--- src/voice_mix_adsr_envelope_macros.svh ---
// Assertion macros for the voice mixer with ADSR envelope.
// Each macro expects signals named clk and rst in the including module.
`ifndef VOICE_MIX_ADSR_ENVELOPE_MACROS_SVH
`define VOICE_MIX_ADSR_ENVELOPE_MACROS_SVH

// The consequent must hold in the same cycle as the antecedent.
`define VMAE_ASSERT_IMP(label, ante, cons, msg) \
  label: assert property (@(posedge clk) disable iff (rst) (ante) |-> (cons)) \
    else $error(msg);

// The consequent must hold in the cycle after the antecedent.
`define VMAE_ASSERT_NXT(label, ante, cons, msg) \
  label: assert property (@(posedge clk) disable iff (rst) (ante) |=> (cons)) \
    else $error(msg);

`endif

--- src/vmae_pkg.sv ---
// Shared constants and register indexes for the voice mixer with ADSR envelope.
// No dependencies.
package vmae_pkg;

  localparam int CFG_W     = 24;             // length registers
  localparam int LEVEL_W   = 17;             // Q1.16 levels and gains
  localparam int FRAC_BITS = 16;
  localparam int OPA_W     = 24;             // multiplicand and divisor width
  localparam int PROD_W    = OPA_W + LEVEL_W;
  localparam int CFG_IDX_W = 2;

  localparam logic [LEVEL_W-1:0] ONE_Q16 = LEVEL_W'(65536);

  typedef enum logic [CFG_IDX_W-1:0] {
    REG_ATTACK  = 2'd0,
    REG_DECAY   = 2'd1,
    REG_SUSTAIN = 2'd2,
    REG_RELEASE = 2'd3
  } cfg_reg_t;

endpackage

--- src/voice_mix_adsr_envelope.sv ---
// One synthesizer voice: three-oscillator mix, velocity gain and linear ADSR envelope.
// Depends on vmae_pkg and voice_mix_adsr_envelope_macros.svh.
`include "voice_mix_adsr_envelope_macros.svh"

// The block takes one sample transaction at a time and returns one result for it.
// All arithmetic runs one bit per cycle: a shift-add multiplier and a restoring
// divider share one 41-bit shift register, and three divide-by-3 lanes run side by side.
// A sample whose envelope ramps (attack, decay or release) makes four 17-step passes
// through the shared multiplier/divider (envelope multiply, envelope divide, velocity
// multiply, envelope multiply); a sample in sustain, at the end of release or with the
// voice idle makes only the velocity and envelope multiply passes. Every sample also
// runs the SAMPLE_BITS-step divide-by-3. The result sits
// in an output register, so a new sample is accepted while the last result waits.
// The configuration port is always ready; write it only while no sample is in flight.
module voice_mix_adsr_envelope
  import vmae_pkg::*;
#(
  parameter int SAMPLE_BITS = 16,
  parameter int AGE_BITS    = 32
) (
  input  logic                          clk,
  input  logic                          rst,
  input  logic                          in_valid,
  output logic                          in_ready,
  input  logic signed [SAMPLE_BITS-1:0] osc_a_sample,
  input  logic signed [SAMPLE_BITS-1:0] osc_b_sample,
  input  logic signed [SAMPLE_BITS-1:0] osc_c_sample,
  input  logic                          gate,
  input  logic [LEVEL_W-1:0]            velocity_gain,
  output logic                          out_valid,
  input  logic                          out_ready,
  output logic signed [SAMPLE_BITS-1:0] voice_sample,
  output logic [LEVEL_W-1:0]            envelope_level,
  output logic                          voice_active,
  input  logic                          cfg_valid,
  output logic                          cfg_ready,
  input  logic [CFG_IDX_W-1:0]          cfg_index,
  input  logic [CFG_W-1:0]              cfg_data
);

  localparam int CMP_W     = (AGE_BITS > CFG_W + 1) ? AGE_BITS : CFG_W + 1;
  localparam int MIX_W     = SAMPLE_BITS + 2;
  localparam int MAGP_W    = PROD_W - FRAC_BITS;
  localparam int STEPS_MAX = (SAMPLE_BITS > LEVEL_W) ? SAMPLE_BITS : LEVEL_W;
  localparam int STEP_W    = $clog2(STEPS_MAX);
  localparam int POS_LIM   = (2 ** (SAMPLE_BITS - 1)) - 1;
  localparam int NEG_LIM   = 2 ** (SAMPLE_BITS - 1);
  localparam logic [STEP_W-1:0] LAST_MUL  = STEP_W'(LEVEL_W - 1);
  localparam logic [STEP_W-1:0] LAST_DIV3 = STEP_W'(SAMPLE_BITS - 1);

  typedef enum logic [3:0] {
    S_IDLE, S_CLASS, S_EMUL, S_EDIV, S_DIV3, S_MIX, S_VSET, S_VMUL, S_FMUL, S_DONE
  } state_t;

  typedef enum logic [1:0] {ENV_ATTACK, ENV_DECAY, ENV_RELEASE} env_mode_t;

  // Saturate a product magnitude to the sample range for the given sign.
  function automatic logic [SAMPLE_BITS-1:0] sat_mag(input logic [MAGP_W-1:0] mag,
                                                     input logic neg);
    logic [MAGP_W-1:0] lim;
    lim = neg ? MAGP_W'(NEG_LIM) : MAGP_W'(POS_LIM);
    return SAMPLE_BITS'((mag > lim) ? lim : mag);
  endfunction

  // Configuration registers.
  logic [CFG_W-1:0]   attack_len;
  logic [CFG_W-1:0]   decay_len;
  logic [LEVEL_W-1:0] sustain;
  logic [CFG_W-1:0]   release_len;

  // Voice state.
  state_t              state;
  env_mode_t           env_mode;
  logic [STEP_W-1:0]   cnt;
  logic [AGE_BITS-1:0] sample_age;
  logic [AGE_BITS-1:0] release_start_age;
  logic                running;
  logic [LEVEL_W-1:0]  env_level;
  logic                gate_prev;
  logic                gate_l;

  // Datapath registers.
  logic [SAMPLE_BITS-1:0] smp_mag [3];
  logic                   smp_neg [3];
  logic [1:0]             rem3    [3];
  logic [LEVEL_W-1:0]     vel;
  logic [MIX_W-1:0]       mix;
  logic                   sign_neg;
  logic [OPA_W-1:0]       mcand;
  logic [OPA_W-1:0]       div_den;
  logic [PROD_W-1:0]      prod;

  logic [SAMPLE_BITS-1:0] osc_in [3];
  assign osc_in[0] = osc_a_sample;
  assign osc_in[1] = osc_b_sample;
  assign osc_in[2] = osc_c_sample;

  assign in_ready  = (state == S_IDLE);
  assign cfg_ready = 1'b1;

  // Envelope phase decisions.
  logic [LEVEL_W-1:0]  s_eff;
  logic [CFG_W-1:0]    r_eff;
  logic [AGE_BITS-1:0] elapsed;
  logic [CMP_W-1:0]    age_c;
  logic [CMP_W-1:0]    attack_c;
  logic                in_attack;
  logic                in_decay;
  logic                rel_end;
  logic [OPA_W-1:0]    decay_off;

  always_comb begin
    s_eff     = (sustain > ONE_Q16) ? ONE_Q16 : sustain;
    r_eff     = (release_len == '0) ? CFG_W'(1) : release_len;
    elapsed   = AGE_BITS'(sample_age - release_start_age);
    age_c     = CMP_W'(sample_age);
    attack_c  = CMP_W'(attack_len);
    in_attack = age_c < attack_c;
    in_decay  = age_c < (attack_c + CMP_W'(decay_len));
    rel_end   = (s_eff == '0) || (CMP_W'(elapsed) >= CMP_W'(r_eff));
    decay_off = OPA_W'(age_c - attack_c);
  end

  // One shift-add multiply step and one restoring divide step on the shared register.
  logic [OPA_W:0]    mul_hi_sum;
  logic [PROD_W-1:0] mul_next;
  logic [OPA_W:0]    div_t;
  logic              div_ge;
  logic [OPA_W-1:0]  div_rem;
  logic [PROD_W-1:0] div_next;

  always_comb begin
    mul_hi_sum = {1'b0, prod[PROD_W-1:LEVEL_W]};
    if (prod[0]) begin
      mul_hi_sum = mul_hi_sum + {1'b0, mcand};
    end
    mul_next = {mul_hi_sum, prod[LEVEL_W-1:1]};

    div_t    = {prod[PROD_W-1:LEVEL_W], prod[LEVEL_W-1]};
    div_ge   = div_t >= {1'b0, div_den};
    div_rem  = div_ge ? OPA_W'(div_t - {1'b0, div_den}) : OPA_W'(div_t);
    div_next = {div_rem, prod[LEVEL_W-2:0], div_ge};
  end

  // Divide-by-3 lanes, one quotient bit per cycle, and the signed mix.
  logic [2:0]       lane_t   [3];
  logic             lane_ge  [3];
  logic [1:0]       lane_rem [3];
  logic [MIX_W-1:0] lane_val [3];
  logic [MIX_W-1:0] mix_sum;
  logic [MIX_W-1:0] mix_abs;

  always_comb begin
    mix_sum = '0;
    for (int i = 0; i < 3; i++) begin
      lane_t[i]   = {rem3[i], smp_mag[i][SAMPLE_BITS-1]};
      lane_ge[i]  = lane_t[i] >= 3'd3;
      lane_rem[i] = lane_ge[i] ? 2'(lane_t[i] - 3'd3) : lane_t[i][1:0];
      lane_val[i] = smp_neg[i] ? MIX_W'(~{2'b00, smp_mag[i]} + 1'b1)
                               : {2'b00, smp_mag[i]};
      mix_sum     = mix_sum + lane_val[i];
    end
    mix_abs = mix[MIX_W-1] ? MIX_W'(~mix + 1'b1) : mix;
  end

  logic [SAMPLE_BITS-1:0] fin_mag;
  logic [SAMPLE_BITS-1:0] fin_val;

  always_comb begin
    fin_mag = sat_mag(prod[PROD_W-1:FRAC_BITS], sign_neg);
    fin_val = sign_neg ? SAMPLE_BITS'(~fin_mag + 1'b1) : fin_mag;
  end

  always_ff @(posedge clk) begin
    if (rst) begin
      attack_len        <= '0;
      decay_len         <= '0;
      sustain           <= ONE_Q16;
      release_len       <= CFG_W'(1);
      state             <= S_IDLE;
      cnt               <= '0;
      sample_age        <= '0;
      release_start_age <= '0;
      running           <= 1'b0;
      env_level         <= '0;
      gate_prev         <= 1'b0;
      out_valid         <= 1'b0;
    end else begin
      if (cfg_valid && cfg_ready) begin
        case (cfg_index)
          REG_ATTACK:  attack_len  <= cfg_data;
          REG_DECAY:   decay_len   <= cfg_data;
          REG_SUSTAIN: sustain     <= cfg_data[LEVEL_W-1:0];
          REG_RELEASE: release_len <= cfg_data;
          default: ;
        endcase
      end

      // A result finishing in this cycle refills the output register itself.
      if (out_valid && out_ready && state != S_DONE) begin
        out_valid <= 1'b0;
      end

      case (state)
        S_IDLE: begin
          if (in_valid) begin
            // Gate edges, age advance and voice restart happen on acceptance.
            if (gate && !running) begin
              sample_age        <= '0;
              release_start_age <= '0;
              env_level         <= '0;
              running           <= 1'b1;
            end else begin
              sample_age <= AGE_BITS'(sample_age + 1'b1);
              if (gate_prev && !gate) begin
                release_start_age <= sample_age;
              end
            end
            gate_prev <= gate;
            gate_l    <= gate;
            vel       <= velocity_gain;
            for (int i = 0; i < 3; i++) begin
              smp_neg[i] <= osc_in[i][SAMPLE_BITS-1];
              smp_mag[i] <= osc_in[i][SAMPLE_BITS-1] ? SAMPLE_BITS'(~osc_in[i] + 1'b1)
                                                     : osc_in[i];
              rem3[i]    <= 2'd0;
            end
            cnt   <= '0;
            state <= S_CLASS;
          end
        end

        S_CLASS: begin
          state <= S_DIV3;
          if (running) begin
            if (gate_l) begin
              if (in_attack) begin
                env_mode <= ENV_ATTACK;
                mcand    <= OPA_W'(sample_age);
                prod     <= PROD_W'(ONE_Q16);
                div_den  <= OPA_W'(attack_len);
                state    <= S_EMUL;
              end else if (in_decay) begin
                env_mode <= ENV_DECAY;
                mcand    <= decay_off;
                prod     <= PROD_W'(ONE_Q16 - s_eff);
                div_den  <= OPA_W'(decay_len);
                state    <= S_EMUL;
              end else begin
                env_level <= s_eff;
              end
            end else if (rel_end) begin
              env_level <= '0;
              running   <= 1'b0;
            end else begin
              env_mode <= ENV_RELEASE;
              mcand    <= OPA_W'(elapsed);
              prod     <= PROD_W'(s_eff);
              div_den  <= OPA_W'(r_eff);
              state    <= S_EMUL;
            end
          end
        end

        S_EMUL: begin
          prod <= mul_next;
          if (cnt == LAST_MUL) begin
            cnt   <= '0;
            state <= S_EDIV;
          end else begin
            cnt <= cnt + 1'b1;
          end
        end

        S_EDIV: begin
          prod <= div_next;
          if (cnt == LAST_MUL) begin
            cnt   <= '0;
            state <= S_DIV3;
            case (env_mode)
              ENV_ATTACK:  env_level <= div_next[LEVEL_W-1:0];
              ENV_DECAY:   env_level <= ONE_Q16 - div_next[LEVEL_W-1:0];
              ENV_RELEASE: env_level <= s_eff - div_next[LEVEL_W-1:0];
              default:     env_level <= '0;
            endcase
          end else begin
            cnt <= cnt + 1'b1;
          end
        end

        S_DIV3: begin
          for (int i = 0; i < 3; i++) begin
            rem3[i]    <= lane_rem[i];
            smp_mag[i] <= {smp_mag[i][SAMPLE_BITS-2:0], lane_ge[i]};
          end
          if (cnt == LAST_DIV3) begin
            cnt   <= '0;
            state <= S_MIX;
          end else begin
            cnt <= cnt + 1'b1;
          end
        end

        S_MIX: begin
          mix   <= mix_sum;
          state <= S_VSET;
        end

        S_VSET: begin
          mcand    <= OPA_W'(mix_abs);
          sign_neg <= mix[MIX_W-1];
          prod     <= PROD_W'(vel);
          state    <= S_VMUL;
        end

        S_VMUL: begin
          if (cnt == LAST_MUL) begin
            // The velocity-scaled sample becomes the multiplicand of the envelope pass.
            cnt   <= '0;
            mcand <= OPA_W'(sat_mag(mul_next[PROD_W-1:FRAC_BITS], sign_neg));
            prod  <= PROD_W'(env_level);
            state <= S_FMUL;
          end else begin
            prod <= mul_next;
            cnt  <= cnt + 1'b1;
          end
        end

        S_FMUL: begin
          prod <= mul_next;
          if (cnt == LAST_MUL) begin
            cnt   <= '0;
            state <= S_DONE;
          end else begin
            cnt <= cnt + 1'b1;
          end
        end

        S_DONE: begin
          if (!out_valid || out_ready) begin
            voice_sample   <= fin_val;
            envelope_level <= env_level;
            voice_active   <= running;
            out_valid      <= 1'b1;
            state          <= S_IDLE;
          end
        end

        default: state <= S_IDLE;
      endcase
    end
  end

  `VMAE_ASSERT_NXT(a_busy_after_accept, in_valid && in_ready, !in_ready, "input taken while busy")
  `VMAE_ASSERT_IMP(a_env_in_range, 1'b1, env_level <= ONE_Q16, "envelope above one")
  `VMAE_ASSERT_IMP(a_idle_env_zero, !running, env_level == '0, "idle voice with nonzero level")
  `VMAE_ASSERT_IMP(a_div_rem_bound, state == S_EDIV, prod[PROD_W-1:LEVEL_W] < div_den, "divider remainder overflow")
  `VMAE_ASSERT_NXT(a_out_from_done, !out_valid && state != S_DONE, !out_valid, "result without completion")

endmodule
--- config.mk ---
export PLATFORM = sky130hd
export DESIGN_NAME = voice_mix_adsr_envelope
export DESIGN_NICKNAME = d
export VERILOG_FILES = /design/src/vmae_pkg.sv /design/src/voice_mix_adsr_envelope.sv
export VERILOG_INCLUDE_DIRS = /design/src /design/src/src
export SDC_FILE = /design/constraint.sdc
export NUM_CORES = 1
export LEC_CHECK = 0
export ABC_AREA = 1
export BUFFER_PORTS_ARGS = -buffer_cell sky130_fd_sc_hd__buf_2
export CORE_ASPECT_RATIO = 1.75
export CORE_MARGIN = 5
export CORE_UTILIZATION = 55
export CTS_CLUSTER_SIZE = 14
export DETAILED_ROUTE_END_ITERATION = 12
export HOLD_SLACK_MARGIN = 0.03
export PLACE_DENSITY = 0.71
export SYNTH_ARGS = -nofsm -noshare
export SYNTH_HDL_FRONTEND = slang
export SYNTH_SLANG_ARGS = --single-unit
--- constraint.sdc ---
create_clock -name clk -period 13.8 [get_ports clk]
set_input_delay 1.38 -clock clk [delete_from_list [all_inputs] [get_ports clk]]
set_output_delay 1.38 -clock clk [all_outputs]
set_load 0.005 [all_outputs]
==> results.tsv, run 1 <==
metric	value	unit
status	finished, violations left	
violations	capacitance limit, slew limit	
hold_class	reg2reg	
setup_tns	0	ns
slew_viol_final	4	
post_cts_resize_count	0	
clk-insertion-delay-late	0.60	ns
clockRootBuffer	clkbuf_16	
io_pins	134	
nets	4887	
crit_type	reg2reg	
ant_nets	0	
final_cell_count_no_fill	5314	
n_fill_cell	5458	
startpoint_type	flop	
synth_cells	4419	
maxCapViolCount	2	
cp.required	14.00	ns
synth-async-reset-ratio	0	
cts_hold_buffers	0	
fin_crit_sh	0.376	
yosysWarnings	0	
cp-end-kind	flop	
ctsHtreeMaxLevel	2	
track_usage	0.368	
vias	31766	
ys.flop_type	edfxtp_1	
tightest_slew	1.76	ns
cts_tree	yes	
synthesis.area	31900	um^2
drt_iter0_markers	2513	
synth_seq_area_share	0.321	
syn_nets	4800	
antenna_found_initial	10	
design_area	34600	um^2
reg2reg_depth	25	
p_leak	15.6	nW
cp_data_arrival_time	5.39	ns
place_area	33300	um^2
synth_edf_count	219	
grt_pass1_vias	31094	
min_to	release_start_age[8]	
avgSynthCellArea	7.21	um^2
num_rows	116	
cts_made_buffers	41	
cts.sinks	401	
cts_setup_buffers	0	
initial_core_util	0.556	
firstDrtPassIters	6	
grt-ovfl-total	0	
fin_worst_skew	0.0305	ns
grt_start_max_net_pins	94	
irDropWorstVdd	0.000109	V
rrSetupSlack	8.62	ns
yosysUniqueCellTypes	70	
finalSetupViolations	0	
r2r-end	prod[35]	
via_per_inst	5.98	
hold_depth	2	
wl_per_cell	22.1	um
finalHoldViolations	0	
drc	0	
slew_headroom	-0.185	
clockBufferDepth	3	
core	57300	um^2
rsz0062_at_grt	no	
io_buffers	132	
final_cell_mix	963 x nand2_1, 567 x inv_1, 397 x nor2_1, 379 x a21oi_1, 354 x o21ai_0	
die_x	192	um
die_h	328	um
synthTopCellsByArea	edfxtp_1 21%, dfxtp_1 11%, nand2_1 11%, ha_1 10%, inv_1 6.7%	
drive_above_1_share	0.0776	
grt_pass1_wl	177	mm
p_per_area	146	nW/um^2
area_growth	8.67	%
clk_pin_slew	0.07	ns
worstHoldStart	release_start_age[8]	
dp.final_hpwl	91.7	mm
timing.fmax	193	MHz
synth_seq_cells	401	
die-area	63000	um^2
cp_max_fo	41	
routabilityCongestion	1.06	
mostFrequentLayoutCell	nand2_1	
dp.cells	5229	
timing.final.crit_period	5.18	ns
synth_top_area_frac	0.206	
synth_area_leader_cell	edfxtp_1	
reg2reg_from	age_c[0]	
wl	118	mm
## cells by family (layout without fill, tap and decap cells)
family | count (synthesis) | count (layout) | share of synthesized area
xor+xnor | 174 | 174 | 0.0478
flops | 401 | 401 | 0.321
compound gates | 985 | 985 | 0.175
fa+ha+maj | 284 | 284 | 0.117
other cells | 1 | 10 | 0.000118
mux | 5 | 5 | 0.00165
buf+inv | 710 | 829 | 0.0858
simple gates | 1859 | 1859 | 0.252
## area by class of cell
cell class                 instances  area [um^2]  area share
antenna                            9         22.5    0.000651
clock buffer                      53         1110      0.0321
clock inverter                    22          201     0.00582
inverter                         587         2210      0.0638
multi-input combinational       3308        19000       0.548
sequential                       401        10200       0.295
tap                              767          960      0.0277
timing repair buffer             167          923      0.0267
## power breakdown
group | internal (mW) | leakage [nW] | switching (mW)
Combinational | 0.718 | 11.4 | 1.55
Sequential | 1.50 | 3.51 | 0.142
Clock | 0.616 | 0.648 | 0.518
Total | 2.83 | 15.6 | 2.22
## stage by stage
| step | utilization | setup WS, ns | hold WS [ns] | power [mW] |
|---|---|---|---|---|
| 6_report | 0.604 | 8.62 | 0.460 | 5.05 |
| 5_1_grt | 0.603 | 8.25 | 0.473 | 5.34 |
| 4_1_cts | 0.603 | 8.66 | 0.462 | 4.98 |
| 3_5_place_dp | 0.580 | 8.74 | 0.448 | 3.84 |
| 3_3_place_gp | 0.580 | 8.76 | 0.444 | 3.82 |
| 2_1_floorplan | - | 7.05 | 0.430 | 3.16 |
## worst max-delay path by stage
stage,end,from,slack (ns)
2_1_floorplan,prod[0],attack_len[0],7.05
3_3_place_gp,prod[26],age_c[0],8.76
3_5_place_dp,prod[26],age_c[0],8.74
4_1_cts,prod[35],age_c[0],8.66
5_1_grt,env_level[14],prod[18],8.25
6_report,prod[35],age_c[0],8.62
## cells in the mapped netlist (19+ instances only)
| library cell | number |
|---|---|
| a21oi_1 | 381 |
| fa_1 | 24 |
| a211oi_1 | 19 |
| inv_1 | 568 |
| xor2_1 | 123 |
| nand2_1 | 964 |
| a221oi_1 | 21 |
| dfxtp_1 | 182 |
| or2_2 | 19 |
| nor3_1 | 90 |
| nand4_1 | 72 |
| edfxtp_1 | 219 |
| nand3_1 | 198 |
| o221ai_1 | 39 |
| a31oi_1 | 24 |
| clkbuf_1 | 91 |
| xnor2_1 | 51 |
| ha_1 | 260 |
| buf_2 | 19 |
| nor2_1 | 400 |
| o21ai_0 | 355 |
| nor4_1 | 29 |
| nor2_2 | 19 |
| o22ai_1 | 35 |
## per-layer routing
layer | global-route usage | part of all wire | vias up
met5 | 0 | 0.00048 | -
met4 | 0.328 | 0.11 | 8
met3 | 0.0637 | 0.067 | 540
met2 | 0.633 | 0.49 | 1451
met1 | 0.378 | 0.33 | 14612
li1 | - | - | 15155
## sequential cells by signal, summed over array words and instances, names as in the netlist, 5 cells and up
signal / count
voice_sample: 16
decay_len: 24
div_den: 24
envelope_level: 17
mix: 18
rem3: 6
sustain: 17
vel: 17
env_level: 17
smp_mag: 48
attack_len: 24
age_c: 32
mcand: 24
prod: 41
release_start_age: 32
cnt: 5
release_len: 24
## critical path, cell delays in order (launching register included)
cell and delay (ns):
dfxtp_1 0.38, inv_1 0.16, ha_1 0.19, inv_1 0.08
fa_1 0.42, nand3_1 0.11, nand3_2 0.10, nand2_1 0.07
nand2_1 0.08, nand2_1 0.09, nand2_2 0.10, a21oi_1 0.31
xnor2_1 0.28, ha_1 0.33, nand4_1 0.11, inv_1 0.05
a211oi_1 0.32, nand2_1 0.09, nor2_1 0.09, nand2_1 0.05
nor2_1 0.08, nand2_1 0.15, nand3_1 0.18, nand3_1 0.17
a211oi_4 0.18, buf_4 0.61
(Power assumes the default switching activity.)
==> inputs of run 2 (changes only) <==
clock period = 5.2 ns   (was 13.8 ns; I/O delays follow)
==> run 2 against run 1 <==
The flow now finishes without violations. Largest cell class unchanged. Cell count rose by 0.81%. Largest power group unchanged. Sequential power grew to 2.6 times the previous value. Design area grew 1.0%. Die area is the same. Sequential share of layout area decreased by 0.30 points.
==> results.tsv, run 2 (same netlist as run 1, synthesis figures left out) <==
metric	value	unit	change
fin_worst_skew	0.0259	ns	was 0.0305 ns
die_x	192	um	unchanged
clk_pin_slew	0.06	ns	was 0.07 ns
cp_max_fo	41		unchanged
cp_top_family	compound AO/OA/AOI/OAI gates		was simple AND/OR/NAND/NOR gates
vias	31450		was 31.8k
drive_above_1_share	0.0855		was 0.0776
seqCellArea	10200	um^2	unchanged
slew_headroom	0.245		was -0.185
ctsHtreeMaxLevel	2		unchanged
initial_core_util	0.556		unchanged
hold_class	in2reg		was reg2reg
post_cts_resize_count	0		unchanged
maxCapViolCount	0		was 2
antenna_found_initial	7		was 10
status	finished, final reports clean		was finished, violations left
crit_type	reg2reg		unchanged
ant_nets	0		unchanged
clk-insertion-delay-late	0.61	ns	was 0.60 ns
cpMaxStageDelayCell	o21ai_0		was buf_4
finalSetupViolations	0		unchanged
drt_iter0_markers	2329		was 2513
timing.fmax	204	MHz	was 193 MHz
core	57300	um^2	unchanged
cp_data_arrival_time	5.16	ns	was 5.39 ns
drc	0		unchanged
num_rows	116		unchanged
routabilityCongestion	1.08		was 1.06
die_h	328	um	unchanged
place_area	33600	um^2	was 33300 um^2
final_cell_count_no_fill	5357		was 5314
cp.required	5.46	ns	was 14.00 ns
dp_slack	0.374	ns	was 8.74 ns
dp.final_hpwl	94.3	mm	was 91.7 mm
grt_pass1_wl	175	mm	was 177 mm
grt_start_max_net_pins	94		unchanged
p_leak	15.8	nW	was 15.6 nW
wl	118	mm	about the same
slew_viol_final	0		was 4
startpoint_type	flop		unchanged
timing.hold.ws	0.0849	ns	was 0.460 ns
cts_setup_buffers	0		unchanged
critical_path.most_common_cell	nand3_1		was nand2_1
mostFrequentLayoutCell	nand2_1		unchanged
n_fill_cell	5529		was 5458
die-area	63000	um^2	unchanged
clockRootBuffer	clkbuf_16		unchanged
grt_pass1_vias	30661		was 31.1k
irDropWorstVdd	0.000290	V	was 0.000109 V
path_buf_inv	2		was 4
tightest_slew	1.12	ns	was 1.76 ns
cts.sinks	401		unchanged
setup_tns	0	ns	unchanged
layout_setup_ws	0.308	ns	was 8.62 ns
cts_tree	yes		unchanged
dp.cells	5276		was 5229
top_regs	smp_mag x48, prod x41		unchanged
p_per_area	386	nW/um^2	was 146 nW/um^2
io_buffers	132		unchanged
cts_made_buffers	40		was 41
grt-ovfl-total	0		unchanged
fin_crit_sh	0.941		was 0.376
regMostFlops	smp_mag		unchanged
wl_per_cell	21.9	um	was 22.1 um
rsz0062_at_grt	no		unchanged
finalHoldViolations	0		unchanged
clockBufferDepth	3		unchanged
firstDrtPassIters	6		unchanged
via_per_inst	5.87		was 5.98
area_growth	9.77	%	was 8.67%
track_usage	0.365		was 0.368
multi_input_area	19000	um^2	about the same
largest_register_ffs	48		unchanged
critical_path.max_stage_delay	0.45	ns	was 0.61 ns
cp-end-kind	flop		unchanged
design_area	35000	um^2	was 34600 um^2
io_pins	134		unchanged
crit_chain	ha_1 -> inv_1 -> fa_1 -> o21ai_0 -> a21oi_1 -> o21bai_1 -> nand3_1 -> nand2_1 -> a21oi_1 -> o21ai_0 -> a21oi_1 -> xor2_1 -> ha_1 -> nand4_1 -> o221ai_1 -> nand2_1 -> nand3_1 -> nand3_1 -> nand3_1 -> a211oi_4 -> buf_12		
final_cell_mix	963 x nand2_1, 568 x inv_1, 397 x nor2_1, 379 x a21oi_1, 354 x o21ai_0		was 963 x nand2_1, 567 x inv_1, 397 x nor2_1, 379 x a21oi_1, 354 x o21ai_0
timing.final.crit_period	4.89	ns	was 5.18 ns
nets	4932		was 4887
cts_hold_buffers	0		unchanged
-- run 2: worst paths after layout --
path,start,to,slack (ns),cells past startpoint
worst max register to register,attack_len[0],prod[39],0.31,21
worst max-delay path,attack_len[0],prod[39],0.31,21
worst min-delay path,velocity_gain[8],vel[8],0.08,1
worst min register to register,release_start_age[7],release_start_age[7],0.46,2
-- run 2: worst reg2reg max path, cell delays in order, from the launching register on --
cell	delay, ns
dfxtp_1	0.38
ha_1	0.19
inv_1	0.07
fa_1	0.41
o21ai_0	0.45
a21oi_1	0.12
o21bai_1	0.24
nand3_1	0.10
nand2_1	0.16
a21oi_1	0.13
o21ai_0	0.32
a21oi_1	0.18
xor2_1	0.18
ha_1	0.30
nand4_1	0.12
o221ai_1	0.14
nand2_1	0.09
nand3_1	0.11
nand3_1	0.12
nand3_1	0.17
a211oi_4	0.23
buf_12	0.30
-- run 2: final cells by class --
type / count / share of cell area
flip-flops and latches: 401 / 0.292
clock buffers: 56 / 0.0315
repair buffers: 213 / 0.0370
inverters: 587 / 0.0631
multi-input cells: 3308 / 0.542
diodes: 7 / 0.000501
well taps: 767 / 0.0274
clock inverters: 18 / 0.00587
-- run 2: routing by layer --
| layer | up-vias | GRT usage | wire [um] |
|---|---|---|---|
| met3 | 453 | 0.0545 | 6670 |
| met4 | 6 | 0.310 | 12100 |
| li1 | 15240 | - | - |
| met2 | 1250 | 0.640 | 58300 |
| met1 | 14501 | 0.376 | 40300 |
| met5 | - | 0 | 31 |
-- run 2: where the power goes --
| part | leakage (nW) | internal, mW | switching [mW] |
|---|---|---|---|
| Sequential | 3.51 | 3.97 | 0.338 |
| Clock | 0.637 | 1.65 | 1.36 |
| Combinational | 11.6 | 1.99 | 4.18 |
| Total | 15.8 | 7.61 | 5.88 |
-- run 2: metrics by stage --
step                utilization  power (mW)
floorplan                     -        8.38
global route              0.610        14.3
finish                    0.610        13.5
global placement          0.587        10.3
detailed placement        0.587        10.4
CTS                       0.610        13.4
